===== src/glyph_blitter_framebuffer_macros.svh =====
`ifndef GLYPH_BLITTER_FRAMEBUFFER_MACROS_SVH
`define GLYPH_BLITTER_FRAMEBUFFER_MACROS_SVH

// same-cycle implication, sampled on clk, off while in reset
`define GBF_ASSERT_NOW(label, cond, expr) \
    label: assert property (@(posedge clk) disable iff (!rst_n) (cond) |-> (expr)) \
        else $error("glyph blitter: same-cycle check failed");

// next-cycle implication
`define GBF_ASSERT_NEXT(label, cond, expr) \
    label: assert property (@(posedge clk) disable iff (!rst_n) (cond) |=> (expr)) \
        else $error("glyph blitter: next-cycle check failed");

`endif


===== src/gbf_pkg.sv =====
`timescale 1ns / 1ps

package gbf_pkg;

    localparam int FB_ROWS_DEF     = 64;
    localparam int FB_COLS_DEF     = 128;
    localparam int GLYPH_COUNT_DEF = 95;
    localparam int FONT_DEPTH_DEF  = 16384;

    localparam int GBW_W      = 4;
    localparam int GH_W       = 6;
    localparam int CFG_IDX_W  = 2;
    localparam int CFG_DATA_W = 6;

    localparam logic [CFG_IDX_W-1:0] CFG_GLYPH_WIDTH  = 2'd0;
    localparam logic [CFG_IDX_W-1:0] CFG_GLYPH_HEIGHT = 2'd1;
    localparam logic [CFG_IDX_W-1:0] CFG_INVERT       = 2'd2;

    localparam logic [GBW_W-1:0] GBW_RESET = 4'd3;
    localparam logic [GH_W-1:0]  GH_RESET  = 6'd12;

    localparam logic [7:0] CODE_FIRST = 8'd32;

    typedef enum logic [1:0] {
        OP_LOAD = 2'd0,
        OP_DRAW = 2'd1,
        OP_READ = 2'd2
    } op_t;

    typedef struct packed {
        logic [GBW_W-1:0] glyph_byte_width;
        logic [GH_W-1:0]  glyph_height;
        logic             invert_mode;
    } cfg_t;

    typedef struct packed {
        logic font_we;
        logic font_re;
        logic frame_we;
        logic frame_re;
    } mem_ctl_t;

endpackage


===== src/gbf_ctrl.sv =====
`timescale 1ns / 1ps

module gbf_ctrl #(
    parameter int FB_ROWS     = gbf_pkg::FB_ROWS_DEF,
    parameter int FB_COLS     = gbf_pkg::FB_COLS_DEF,
    parameter int GLYPH_COUNT = gbf_pkg::GLYPH_COUNT_DEF,
    parameter int FONT_DEPTH  = gbf_pkg::FONT_DEPTH_DEF
) (
    input  logic                                   clk,
    input  logic                                   rst_n,
    input  gbf_pkg::cfg_t                          cfg,
    input  logic                                   in_valid,
    output logic                                   in_ready,
    input  logic [1:0]                             op,
    input  logic [13:0]                            font_address,
    input  logic [7:0]                             font_byte,
    input  logic [7:0]                             char_code,
    input  logic signed [8:0]                      x_pixel,
    input  logic signed [6:0]                      y_pixel,
    input  logic [5:0]                             string_index,
    input  logic [5:0]                             read_row,
    input  logic [6:0]                             read_col,
    output logic                                   out_valid,
    input  logic                                   out_ready,
    output logic [7:0]                             pixel_pair,
    output gbf_pkg::mem_ctl_t                      mem_ctl,
    output logic [$clog2(FONT_DEPTH)-1:0]          font_waddr,
    output logic [7:0]                             font_wdata,
    output logic [$clog2(FONT_DEPTH)-1:0]          font_raddr,
    input  logic [7:0]                             font_rdata,
    output logic [$clog2(FB_ROWS*FB_COLS)-1:0]     frame_waddr,
    output logic [7:0]                             frame_wdata,
    output logic [$clog2(FB_ROWS*FB_COLS)-1:0]     frame_raddr,
    input  logic [7:0]                             frame_rdata
);

    import gbf_pkg::*;

    localparam int FB_DEPTH = FB_ROWS * FB_COLS;
    localparam int FB_AW    = $clog2(FB_DEPTH);
    localparam int FONT_AW  = $clog2(FONT_DEPTH);
    localparam int RBW      = $clog2(FB_ROWS);
    localparam int CBW      = $clog2(FB_COLS);
    localparam int LINE_MAX = GLYPH_COUNT * 15;
    localparam int RED_MAX0 = (LINE_MAX > 16383) ? LINE_MAX : 16383;
    localparam int RED_MAX  = (RED_MAX0 > 2 * FONT_DEPTH - 1) ? RED_MAX0 : 2 * FONT_DEPTH - 1;
    localparam int RED_W    = $clog2(RED_MAX + 1);
    localparam int RW       = 10;
    localparam int CW       = 12;

    localparam logic [RED_W-1:0]   RED_DEPTH  = RED_W'(FONT_DEPTH);
    localparam logic [FONT_AW:0]   SUM_DEPTH  = (FONT_AW+1)'(FONT_DEPTH);
    localparam logic [FB_AW-1:0]   CLR_LAST   = FB_AW'(FB_DEPTH - 1);

    typedef enum logic [2:0] {
        ST_CLEAR,
        ST_IDLE,
        ST_REDUCE,
        ST_DRAW,
        ST_RD_ISSUE,
        ST_RD_DATA
    } state_t;

    state_t               state_reg, state_next;
    logic [FB_AW-1:0]     clr_addr_reg, clr_addr_next;
    op_t                  op_reg, op_next;
    logic [7:0]           byte_reg, byte_next;
    logic [RED_W-1:0]     red_a_reg, red_a_next;
    logic [RED_W-1:0]     red_b_reg, red_b_next;
    logic [FONT_AW-1:0]   line_mod_reg, line_mod_next;
    logic [FONT_AW-1:0]   row_base_reg, row_base_next;
    logic [GH_W-1:0]      fy_reg, fy_next;
    logic [GBW_W-1:0]     i_reg, i_next;
    logic [RW-1:0]        row_reg, row_next;
    logic [CW-1:0]        col0_reg, col0_next;
    logic                 wr_pend_reg, wr_pend_next;
    logic [FB_AW-1:0]     wr_addr_reg, wr_addr_next;
    logic [FB_AW-1:0]     rd_addr_reg, rd_addr_next;
    logic                 rd_zero_reg, rd_zero_next;
    logic                 out_valid_reg, out_valid_next;
    logic [7:0]           pixel_reg, pixel_next;

    logic [7:0]           glyph;
    logic                 code_ok;
    logic [9:0]           xsum;
    logic [9:0]           xhalf;
    logic [9:0]           idx_off;
    logic                 rd_in_frame;
    logic [FONT_AW:0]     fsum;
    logic [FONT_AW:0]     rsum;
    logic [CW-1:0]        col;
    logic                 in_frame;
    logic                 a_hi;
    logic                 b_hi;

    assign glyph   = char_code - CODE_FIRST;
    assign code_ok = (char_code >= CODE_FIRST) && ({1'b0, glyph} < 9'(GLYPH_COUNT));
    assign xsum    = {x_pixel[8], x_pixel} + 10'(x_pixel[8]);
    assign xhalf   = {xsum[9], xsum[9:1]};
    assign idx_off = 10'(string_index) * 10'(cfg.glyph_byte_width);
    assign rd_in_frame = (9'(read_row) < 9'(FB_ROWS)) && (10'(read_col) < 10'(FB_COLS));

    assign fsum     = {1'b0, row_base_reg} + (FONT_AW+1)'(i_reg);
    assign rsum     = {1'b0, row_base_reg} + {1'b0, line_mod_reg};
    assign col      = col0_reg + CW'(i_reg);
    assign in_frame = !row_reg[RW-1] && (row_reg[RW-2:0] < (RW-1)'(FB_ROWS))
                   && !col[CW-1] && (col[CW-2:0] < (CW-1)'(FB_COLS));
    assign a_hi     = red_a_reg >= RED_DEPTH;
    assign b_hi     = red_b_reg >= RED_DEPTH;

    always_comb
    begin
        state_next     = state_reg;
        clr_addr_next  = clr_addr_reg;
        op_next        = op_reg;
        byte_next      = byte_reg;
        red_a_next     = red_a_reg;
        red_b_next     = red_b_reg;
        line_mod_next  = line_mod_reg;
        row_base_next  = row_base_reg;
        fy_next        = fy_reg;
        i_next         = i_reg;
        row_next       = row_reg;
        col0_next      = col0_reg;
        wr_pend_next   = 1'b0;
        wr_addr_next   = wr_addr_reg;
        rd_addr_next   = rd_addr_reg;
        rd_zero_next   = rd_zero_reg;
        out_valid_next = out_valid_reg && !out_ready;
        pixel_next     = pixel_reg;

        mem_ctl     = '0;
        font_waddr  = red_a_reg[FONT_AW-1:0];
        font_wdata  = byte_reg;
        font_raddr  = (fsum >= SUM_DEPTH) ? FONT_AW'(fsum - SUM_DEPTH) : fsum[FONT_AW-1:0];
        frame_waddr = wr_addr_reg;
        frame_wdata = cfg.invert_mode ? ~font_rdata : font_rdata;
        frame_raddr = rd_addr_reg;

        // write stage of the draw: zero font bytes are transparent unless inverted
        if (wr_pend_reg && (cfg.invert_mode || (font_rdata != 8'd0)))
        begin
            mem_ctl.frame_we = 1'b1;
        end

        case (state_reg)
            ST_CLEAR:
            begin
                mem_ctl.frame_we = 1'b1;
                frame_waddr      = clr_addr_reg;
                frame_wdata      = 8'd0;
                clr_addr_next    = clr_addr_reg + 1'b1;
                if (clr_addr_reg == CLR_LAST)
                begin
                    state_next = ST_IDLE;
                end
            end
            ST_IDLE:
            begin
                if (in_valid)
                begin
                    case (op_t'(op))
                        OP_LOAD:
                        begin
                            op_next    = OP_LOAD;
                            byte_next  = font_byte;
                            red_a_next = RED_W'(font_address);
                            red_b_next = '0;
                            state_next = ST_REDUCE;
                        end
                        OP_DRAW:
                        begin
                            if (code_ok && (cfg.glyph_byte_width != '0)
                                && (cfg.glyph_height != '0))
                            begin
                                op_next    = OP_DRAW;
                                red_a_next = RED_W'(GLYPH_COUNT) * RED_W'(cfg.glyph_byte_width);
                                red_b_next = RED_W'(glyph) * RED_W'(cfg.glyph_byte_width);
                                row_next   = {{(RW-7){y_pixel[6]}}, y_pixel};
                                col0_next  = {{(CW-10){xhalf[9]}}, xhalf} + CW'(idx_off);
                                state_next = ST_REDUCE;
                            end
                        end
                        OP_READ:
                        begin
                            rd_addr_next = FB_AW'(read_row) * FB_AW'(FB_COLS)
                                         + FB_AW'(read_col);
                            rd_zero_next = !rd_in_frame;
                            state_next   = rd_in_frame ? ST_RD_ISSUE : ST_RD_DATA;
                        end
                        default:
                        begin
                        end
                    endcase
                end
            end
            ST_REDUCE:
            begin
                // bring addresses below the font depth, one subtract a cycle
                if (a_hi)
                begin
                    red_a_next = red_a_reg - RED_DEPTH;
                end
                if (b_hi)
                begin
                    red_b_next = red_b_reg - RED_DEPTH;
                end
                if (!a_hi && !b_hi)
                begin
                    if (op_reg == OP_LOAD)
                    begin
                        mem_ctl.font_we = 1'b1;
                        state_next      = ST_IDLE;
                    end
                    else
                    begin
                        line_mod_next = red_a_reg[FONT_AW-1:0];
                        row_base_next = red_b_reg[FONT_AW-1:0];
                        fy_next       = '0;
                        i_next        = '0;
                        state_next    = ST_DRAW;
                    end
                end
            end
            ST_DRAW:
            begin
                mem_ctl.font_re = 1'b1;
                wr_pend_next    = in_frame;
                wr_addr_next    = FB_AW'(row_reg[RBW-1:0]) * FB_AW'(FB_COLS)
                                + FB_AW'(col[CBW-1:0]);
                if (i_reg == cfg.glyph_byte_width - 1'b1)
                begin
                    i_next = '0;
                    if (fy_reg == cfg.glyph_height - 1'b1)
                    begin
                        state_next = ST_IDLE;
                    end
                    else
                    begin
                        fy_next       = fy_reg + 1'b1;
                        row_next      = row_reg + 1'b1;
                        row_base_next = (rsum >= SUM_DEPTH) ? FONT_AW'(rsum - SUM_DEPTH)
                                                            : rsum[FONT_AW-1:0];
                    end
                end
                else
                begin
                    i_next = i_reg + 1'b1;
                end
            end
            ST_RD_ISSUE:
            begin
                mem_ctl.frame_re = 1'b1;
                mem_ctl.frame_we = 1'b1;
                frame_waddr      = rd_addr_reg;
                frame_wdata      = 8'd0;
                state_next       = ST_RD_DATA;
            end
            ST_RD_DATA:
            begin
                if (!out_valid_reg || out_ready)
                begin
                    out_valid_next = 1'b1;
                    pixel_next     = rd_zero_reg ? 8'd0 : frame_rdata;
                    state_next     = ST_IDLE;
                end
            end
            default:
            begin
                state_next = ST_IDLE;
            end
        endcase
    end

    always_ff @(posedge clk or negedge rst_n)
    begin
        if (!rst_n)
        begin
            state_reg     <= ST_CLEAR;
            clr_addr_reg  <= '0;
            op_reg        <= OP_LOAD;
            byte_reg      <= '0;
            red_a_reg     <= '0;
            red_b_reg     <= '0;
            line_mod_reg  <= '0;
            row_base_reg  <= '0;
            fy_reg        <= '0;
            i_reg         <= '0;
            row_reg       <= '0;
            col0_reg      <= '0;
            wr_pend_reg   <= 1'b0;
            wr_addr_reg   <= '0;
            rd_addr_reg   <= '0;
            rd_zero_reg   <= 1'b0;
            out_valid_reg <= 1'b0;
            pixel_reg     <= '0;
        end
        else
        begin
            state_reg     <= state_next;
            clr_addr_reg  <= clr_addr_next;
            op_reg        <= op_next;
            byte_reg      <= byte_next;
            red_a_reg     <= red_a_next;
            red_b_reg     <= red_b_next;
            line_mod_reg  <= line_mod_next;
            row_base_reg  <= row_base_next;
            fy_reg        <= fy_next;
            i_reg         <= i_next;
            row_reg       <= row_next;
            col0_reg      <= col0_next;
            wr_pend_reg   <= wr_pend_next;
            wr_addr_reg   <= wr_addr_next;
            rd_addr_reg   <= rd_addr_next;
            rd_zero_reg   <= rd_zero_next;
            out_valid_reg <= out_valid_next;
            pixel_reg     <= pixel_next;
        end
    end

    assign in_ready   = (state_reg == ST_IDLE);
    assign out_valid  = out_valid_reg;
    assign pixel_pair = pixel_reg;

endmodule


===== config.mk =====
export PLATFORM = sky130hd
export DESIGN_NAME = gbf_ctrl
export DESIGN_NICKNAME = d
export VERILOG_FILES = /design/src/glyph_blitter_framebuffer_macros.svh /design/src/gbf_pkg.sv /design/src/gbf_ctrl.sv
export SDC_FILE = /design/constraint.sdc
export NUM_CORES = 1
export LEC_CHECK = 0
export BUFFER_PORTS_ARGS = -buffer_cell sky130_fd_sc_hd__clkbuf_2
export CAP_MARGIN = 5
export CORE_MARGIN = 2
export CORE_UTILIZATION = 25
export CTS_CLUSTER_DIAMETER = 100
export DETAILED_ROUTE_END_ITERATION = 6
export GPL_ROUTABILITY_DRIVEN = 0
export SETUP_SLACK_MARGIN = 0.02
export SLEW_MARGIN = 10
export SYNTH_ARGS = -nofsm -noshare
export SYNTH_HDL_FRONTEND = slang
export SYNTH_SLANG_ARGS = --single-unit

===== constraint.sdc =====
create_clock -name clk -period 3 [get_ports clk]
set_input_delay 0.6 -clock clk [delete_from_list [all_inputs] [get_ports clk]]
set_output_delay 0.6 -clock clk [all_outputs]
set_load 0.02 [all_outputs]

==> results of run 1 <==
-- worst paths after layout --
path                            startpoint                to  slack (ns)  depth (start not counted)
setup / recovery                   cfg[10]       col0_reg[9]       -0.70                         18
hold / removal                       rst_n      red_a_reg[7]        0.15                          1
setup reg to reg           row_base_reg[0]  row_base_reg[12]        0.52                         10
hold reg to reg             wr_addr_reg[1]    wr_addr_reg[1]        0.48                          2
max in group asynchronous            rst_n  row_base_reg[13]        2.15                          2
min in group clk            frame_rdata[4]     pixel_pair[4]        0.38                          2
-- layer usage --
metal	share of wire [%]	wire length, um	vias to the layer above	track usage [%]
met1	45	13600	4455	17.2
met3	4.5	1360	38	2.80
li1	-	-	4664	-
met2	48	14500	158	22.8
met4	2.1	624	6	4.74
met5	0.11	34	-	0
-- logic make-up (layout without fill, tap and decap cells) --
group,count (synthesis),in the layout,synth area share [%]
compound gates,245,245,14.1
xor+xnor,91,91,7.39
fa+ha+maj,120,120,16.0
buf+inv,124,441,4.92
flops,149,149,34.6
mux,64,64,6.47
simple gates,386,386,16.6
-- layout make-up --
cell class | count | area (um^2) | share of cell area (%)
Clock buffer | 17 | 425 | 2.89
Clock inverter | 15 | 196 | 1.34
Inverter | 70 | 269 | 1.83
Multi-Input combinational cell | 906 | 7060 | 48.0
Sequential cell | 149 | 3730 | 25.4
Tap cell | 546 | 683 | 4.64
Timing Repair Buffer | 339 | 2340 | 15.9
-- layout by cell type (no fill, tap or decap), drive strengths merged, types with 6 or more instances in the layout --
cell and count:
nor3 17, a21o 16, dfrtp 149, nand4 7
fa 30, and3 13, nand3 38, and2 32
nand2b 11, nor2b 19, a211oi 8, nor2 87
mux2i 18, inv 75, xnor2 57, a22o 6
o21ai 77, a21oi 69, clkbuf 188, xor2 34
mux2 46, buf 168, ha 90, a31oi 15
o31ai 9, o21a 9, nand2 149
-- timing repair --
item	in CTS	in global routing
gates cloned	0	0
setup endpoints to repair	28	29
setup buffers	25	10
pin swaps	35	59
resized for setup	80	55
-- power breakdown --
group / switching, mW / internal, mW
sequential: 0.795 / 2.83
combinational: 3.87 / 3.09
clock: 0.933 / 1.33
total: 5.60 / 7.26
-- worst max-delay path, stage by stage --
cell and delay (ns):
buf_8 0.10, and2_4 0.15, fa_1 0.54, inv_1 0.05, fa_1 0.49, inv_2 0.05
ha_4 0.21, buf_4 0.14, a21oi_4 0.15, o21bai_1 0.09, a21oi_2 0.18, o21ai_2 0.07
xor2_1 0.16, ha_1 0.36, buf_4 0.15, buf_4 0.12, xor2_1 0.15, mux2_4 0.26
-- cells in the mapped netlist, drive strengths merged (2+ instances only) --
cell     number
ha           90
a311oi        2
o2111ai       4
nand2       149
inv          70
o32ai         2
a21oi        69
a31oi        15
o21ai        77
a211oi        8
nor4          4
o31ai         9
a22o          6
o21bai        5
and2         32
xnor2        57
mux2         46
nor3         17
nand4         7
xor2         34
a21o         16
dfrtp       149
and3         13
o21a          9
nand2b       11
clkbuf       27
a21boi        3
nor2         87
nor2b        19
a2111oi       3
a311o         2
nand3        38
fa           30
mux2i        18
buf          27
or3           4
o22ai         4
-- through the flow --
step	area (um^2)	setup WS, ns	hold WS, ns
CTS	14500	-0.686	0.161
detailed placement	13300	-1.27	0.464
global placement	13300	-1.23	0.467
floorplan	11000	-1.06	0.304
finish	14700	-0.702	0.155
global route	14700	-0.813	0.200
==> reports/results.ini, run 1 <==
[place]
hpwl_mm=23.9
port_buffers=181
dp_cells=1980

[sta]
fin_crit_sh_pct=123
finalClockSkew_ns=0.0101
fin_ws_ns=-0.702
hold_viol=0
final.setup.tns_ns=-5.39
tightestPinTransition_ns=0.712
maxSlewViolCount=0
fin_crit_ns=3.70
fmax_mhz=270
slew_headroom_pct=52.4
setup_violations=17
rsz0062_at_grt=yes

[detailed_routing]
drtAntennaViolNets=0
via_count=9321
first_pass_iters=5
routedWlPerCell_um=14.7
viasPerCell=4.56
routed_wirelength_mm=30.1
drt_iter0_markers=277
route.detailed.drc=0

[cells_and_area]
fin_nets=1701
fin_util_pct=34.4
fin_cells=2042
syn2layout_area_growth_pct=36.3
antenna_cells=0
drive_gt1_share_pct=34.9
largest_register_ffs=15
nFillCells=4384

[synthesis]
synth_edf_count=0
synth_area_leaders=dfrtp_1 (35%), ha_1 (10%), fa_1 (5.6%)
synth_warnings=0
yosysSeqAreaShare_pct=34.6
syn_nets=1397
syn_area_per_cell_um2=9.15
synthCells=1179
synth_top_area_cell=dfrtp_1
synthFlopType=dfrtp_1
yosys.area.top_type_share_pct=34.6
synth_area_mm2=0.0108
ys_ff_latch=149
async_flop_share_pct=100
ys_types=62

[worst_setup_path]
required_ns=3.33
crit_type=input port to flip-flop
crit_fanout=4
start_kind=input port
cp-end-kind=flip-flop
arrival_ns=4.03

[floorplanning]
row_count=76
die_w_um=212
start_util_pct=25.2
core_mm2=0.0428
die_h_um=212
dieArea_mm2=0.0448
io_pins=182

[cts]
cts_hold_buf=0
max-clock-path-buffers=2
cts_sinks=149
cts_buffers=17
clkLatencyLatePin_ns=0.45
htreeDepth=4
clk_pin_slew_ns=0.06
cts_tree=built
clockRootBuffer=clkbuf_16

[grt]
grt_max_degree=66
grt_use_total_pct=13.6
antenna_found_initial=5
grt_pass1_wl_mm=47.7
overflow=0
grt_pass1_vias=9293

[pwr]
p_leak_nw=7.06
power_density_mw_per_mm2=874
design_power_total_mw=12.9
vdd_drop_max_v=0.000423

[min_path]
hold_class=input port to async pin

[run_status]
status=finished, violations left
violations=negative setup slack

[job]
cap_violations=0

Note: power is estimated with default switching activity, not from simulation.
==> inputs of run 2 (changes only) <==
--- a/config.mk
+++ b/config.mk
@@ -7,7 +7,7 @@
 export LEC_CHECK = 0
 export BUFFER_PORTS_ARGS = -buffer_cell sky130_fd_sc_hd__clkbuf_2
 export CAP_MARGIN = 5
-export CORE_MARGIN = 2
+export CORE_MARGIN = 10
 export CORE_UTILIZATION = 25
 export CTS_CLUSTER_DIAMETER = 100
 export DETAILED_ROUTE_END_ITERATION = 6
==> constraint.sdc (replaced) <==
create_clock -name clk -period 3 [get_ports clk]
set_input_delay 0.15 -clock clk [delete_from_list [all_inputs] [get_ports clk]]
set_output_delay 0.15 -clock clk [all_outputs]
set_load 0.02 [all_outputs]
==> reports/results.ini, run 2 (same netlist as run 1, synthesis figures left out) <==
[grt]
use_met1_pct=14.7
grt_util_met3_pct=2.63
grt_pass1_vias=9611
grt_max_degree=78
overflow=0
met2_usage_pct=21.0
grt-busiest-layer=met2
antenna_found_initial=8
grt_use_total_pct=12.2
grt_pass1_wl_mm=51.3

[worst_setup_path]
path_delay_family=adder cells
cpMaxStageDelayCell=fa_1
crit_chain=buf_8 > and2_4 > fa_1 > inv_1 > fa_1 > inv_2 > ha_4 > a21o_1 > a21oi_2 > xnor2_1 > ha_2 > a2111o_1 > o21ai_2 > o21bai_1 > xor2_1 > mux2_4
cp-end-kind=flip-flop
path_buf_inv=3
start_kind=input port
cpPeakStageDelay_ns=0.53
crit_fanout=5
arrival_ns=3.58
crit_type=input port to flip-flop
crit_top_cell=fa_1
required_ns=3.33

[cells_and_area]
fin_nets=1674
layout_common_cells=clkbuf_2 (175), dfrtp_1 (147), nand2_1 (145)
drive_gt1_share_pct=27.6
largest_register_ffs=15
fin_area_mm2=0.0142
syn2layout_area_growth_pct=31.1
final_common_cell=clkbuf_2

[floorplanning]
start_util_pct=25.2
core_mm2=0.0429
io_pins=182
die_w_um=228
dieArea_mm2=0.0519
row_count=76
die_h_um=228

[pwr]
p_int_mw=6.89
design_power_total_mw=12.4
p_seq_share_pct=29.4
vdd_drop_max_v=0.000327
power_density_mw_per_mm2=876
power_switching_mw=5.51
p_comb_share_pct=52.2
swShare_pct=44.5
clockPowerShare_pct=18.4
p_leak_nw=6.73

[place]
port_buffers=181
hpwl_mm=25.0
place_area_mm2=0.0129

[cts]
cts_sinks=149
max-clock-path-buffers=2
cts_tree=built
cts_buffers=17
clk_pin_slew_ns=0.07
htreeDepth=4
clkLatencyLatePin_ns=0.44
clockRootBuffer=clkbuf_16

[min_path]
hold_class=input port to flip-flop

[detailed_routing]
drt_iter0_markers=377
route.detailed.drc=0
routed_wirelength_mm=31.9
first_pass_iters=4
drtAntennaViolNets=0
via_count=9259
viasPerCell=4.49
routedWlPerCell_um=15.5

[sta]
maxSlewViolCount=0
fin_crit_sh_pct=108
hold_viol=0
final.setup.tns_ns=-0.818
finalClockSkew_ns=0.0133
slew_headroom_pct=44.8
fin_crit_ns=3.25
setup_violations=5
tightestPinTransition_ns=0.822
rsz0062_at_grt=yes
fmax_mhz=307
fin_ws_ns=-0.254

[job]
cap_violations=0

[run_status]
status=finished, violations left
violations=negative setup slack

-- run 2: area by class of cell --
cell class                 count  area, um^2
sequential                   149        3730
clock buffer                  17         425
clock inverter                15         194
timing repair buffer         312        2060
tap                          585         732
inverter                      70         263
multi-input combinational    906        6730
antenna                        6        15.0
fill                        4413       28700
-- run 2: metrics by stage --
| step | worst slack [ns] | hold slack, ns | std cells | util, % |
|---|---|---|---|---|
| after floorplan | -0.612 | -0.146 | 1179 | - |
| after global placement | -0.742 | 0.250 | 1977 | 30.0 |
| after detailed placement | -0.755 | 0.253 | 1977 | 30.0 |
| after CTS | -0.241 | 0.00534 | 2050 | 32.6 |
| after global routing | -0.380 | 0.0232 | 2057 | 33.0 |
| final | -0.254 | 0.0217 | 2060 | 33.0 |
-- run 2: worst reg2reg max path, cell delays in order (launching register included) --
cell and delay (ns):
dfrtp_1 0.42, ha_1 0.19, inv_1 0.06, fa_1 0.37, nor2b_1 0.21, o31a_1 0.26, o2111ai_1 0.23, a311oi_1 0.38
xnor2_1 0.16, o21ai_0 0.08
-- run 2: power by group through the flow --
stage	sequential [mW]	combinational (mW)	clock, mW
after floorplan	3.63	4.22	0
after global routing	3.77	7.18	2.42
after CTS	3.64	6.42	2.34
after global placement	3.65	6.18	0
final	3.64	6.47	2.29
after detailed placement	3.68	6.29	0
-- run 2: layer usage --
metal  vias up  part of all wire (%)  wire [um]
met5         -                 0.072         23
met4         4                   1.6        518
met3        34                   4.2       1350
met2       168                    49      15700
met1      4441                    45      14300
li1       4612                     -          -
-- run 2: final timing paths --
path                                 start                to  slack, ns  depth (start not counted)
max                                cfg[10]       col0_reg[9]      -0.25                         16
min reg2reg                 wr_addr_reg[2]    wr_addr_reg[2]       0.48                          2
max reg2reg                line_mod_reg[0]  row_base_reg[12]       0.51                          9
max in group asynchronous            rst_n     pixel_pair[0]       1.88                          3
min                        font_address[1]      red_a_reg[1]       0.02                          3
min in group asynchronous            rst_n      red_a_reg[5]       0.32                          2
-- run 2: repair_timing --
action                                 in CTS  in global routing
gates resized for setup                    16                 44
pin swaps                                  15                 39
endpoints found under the hold margin     113                  0
setup buffers                               2                  5
setup endpoints to repair                   5                 14
hold buffers                               39                  0
==> inputs of run 3 (changes only) <==
--- a/config.mk
+++ b/config.mk
@@ -13,7 +13,6 @@
 export DETAILED_ROUTE_END_ITERATION = 6
 export GPL_ROUTABILITY_DRIVEN = 0
 export SETUP_SLACK_MARGIN = 0.02
-export SLEW_MARGIN = 10
 export SYNTH_ARGS = -nofsm -noshare
 export SYNTH_HDL_FRONTEND = slang
 export SYNTH_SLANG_ARGS = --single-unit
==> constraint.sdc (replaced) <==
create_clock -name clk -period 3.8 [get_ports clk]
set_input_delay 0.19 -clock clk [delete_from_list [all_inputs] [get_ports clk]]
set_output_delay 0.19 -clock clk [all_outputs]
set_load 0.02 [all_outputs]
==> reports/results.ini, run 3 (same netlist as run 1, synthesis figures left out) <==
[cells_and_area]
fin_util_pct=31.1
syn2layout_area_growth_pct=23.7
drive_gt1_share_pct=21.6
fin_cells=1987
layout_common_cells=clkbuf_2 (180), dfrtp_1 (149), nand2_1 (148)
register_area_mm2=0.00373
multi_input_area_mm2=0.00657
nFillCells=4464
largest_register_ffs=15
final_common_cell=clkbuf_2
fin_nets=1607

[floorplanning]
row_count=76
die_h_um=228
core_mm2=0.0429
die_w_um=228
io_pins=182
start_util_pct=25.2
dieArea_mm2=0.0519

[grt]
grt_use_total_pct=11.8
grt_max_degree=102
overflow=0
grt_pass1_wl_mm=49.2
antenna_found_initial=5
grt_pass1_vias=9010

[sta]
tightestPinTransition_ns=0.992
fin_crit_sh_pct=90.4
final.setup.tns_ns=0
slew_headroom_pct=33.9
fin_crit_ns=3.44
setup_violations=0
finalClockSkew_ns=0.00624
fmax_mhz=291
rsz0062_at_grt=no
maxSlewViolCount=0
hold_viol=0

[detailed_routing]
drtAntennaViolNets=0
via_count=8898
first_pass_iters=4
route.detailed.drc=0
routedWlPerCell_um=15.5
routed_wirelength_mm=30.7
viasPerCell=4.48
drt_iter0_markers=342

[cts]
clk_pin_slew_ns=0.06
cts_setup_buffers=0
cts_buffers=17
htreeDepth=4
cts_sinks=149
clkLatencyLatePin_ns=0.43
clockRootBuffer=clkbuf_16
cts_tree=built
max-clock-path-buffers=2

[worst_setup_path]
rrSetupSlack_ns=1.15
start_kind=input port
crit_fanout=5
reg2regPathDepth=8
crit_type=input port to flip-flop
required_ns=4.08
arrival_ns=3.72
cp-end-kind=flip-flop

[min_path]
hold_path_depth=3
hold_class=input port to flip-flop

[pwr]
power_switching_mw=4.16
power_density_mw_per_mm2=699
p_int_mw=5.17
design_power_total_mw=9.33
p_comb_share_pct=51.1
p_seq_share_pct=30.9
p_leak_nw=6.34
clockPowerShare_pct=18.0
swShare_pct=44.6
vdd_drop_max_v=0.000280

[place]
dp_cells=1921
hpwl_mm=24.5
port_buffers=181

[job]
cap_violations=0

[run_status]
status=completed

## run 3: cell count changes in the layout (fill, tap and decap cells not counted), sizes merged
cell | previous run | this run
buf | 97 | 31
bufinv | 3 | 2
clkbuf | 193 | 203
clkinvlp | 3 | 2
diode | 6 | 1
dlygate4sd3 | 39 | 34
inv | 76 | 71
## run 3: area by class of cell
class	instances	area share (%)
Clock buffer	23	3.58
Multi-Input combinational cell	906	49.2
Inverter	70	1.97
Sequential cell	149	27.9
Timing Repair Buffer	245	11.1
Tap cell	585	5.48
Clock inverter	8	0.741
Antenna cell	1	0.0187
## run 3: stage by stage
| step | instance area (um^2) | hold WS (ns) | worst slack [ns] |
|---|---|---|---|
| after global routing | 13300 | 0.0163 | 0.0456 |
| final | 13300 | 0.0360 | 0.364 |
| after CTS | 13300 | 0.00624 | 0.347 |
| after detailed placement | 12400 | 0.365 | -0.114 |
| after global placement | 12400 | 0.356 | -0.0575 |
| after floorplan | 10800 | -0.106 | 0.0449 |
## run 3: worst paths after layout
kind | start | to
worst max-delay path | cfg[8] | col0_reg[10]
worst min-delay path | y_pixel[4] | row_reg[4]
worst max register to register | state_reg[2] | row_base_reg[1]
worst min register to register | wr_addr_reg[7] | wr_addr_reg[7]
min in group asynchronous | rst_n | red_a_reg[10]
max in group asynchronous | rst_n | clr_addr_reg[11]
## run 3: what timing repair did
item	4_1_cts	5_1_grt
endpoints found under the hold margin	132	0
hold buffers	34	0
setup endpoints to repair	0	2
resized for setup	0	2
## run 3: power groups by stage
stage          Combinational [mW]  Clock, mW  Sequential [mW]
6_report                     4.77       1.68             2.88
5_1_grt                      5.33       1.80             2.98
4_1_cts                      4.84       1.73             2.89
3_5_place_dp                 4.80          0             2.91
3_3_place_gp                 4.72          0             2.88
2_1_floorplan                3.31          0             2.87
## run 3: layer usage
| metal | GRT usage, % | part of all wire, % |
|---|---|---|
| met1 | 15.0 | 47 |
| met5 | 0 | 0.091 |
| met3 | 2.98 | 4.5 |
| met2 | 19.4 | 48 |
| met4 | 3.36 | 1.4 |
## run 3: worst max-delay path: stages
cell      delay (ns)
clkbuf_2        0.13
nand2_1         0.08
fa_1            0.51
fa_1            0.55
inv_1           0.07
ha_1            0.29
a21o_1          0.17
a21oi_1         0.19
o21bai_1        0.08
a21oi_1         0.19
o21ai_0         0.13
xor2_1          0.17
ha_1            0.33
nand2_1         0.07
o21a_1          0.18
a31oi_1         0.17
xnor2_1         0.13
o21ai_0         0.08
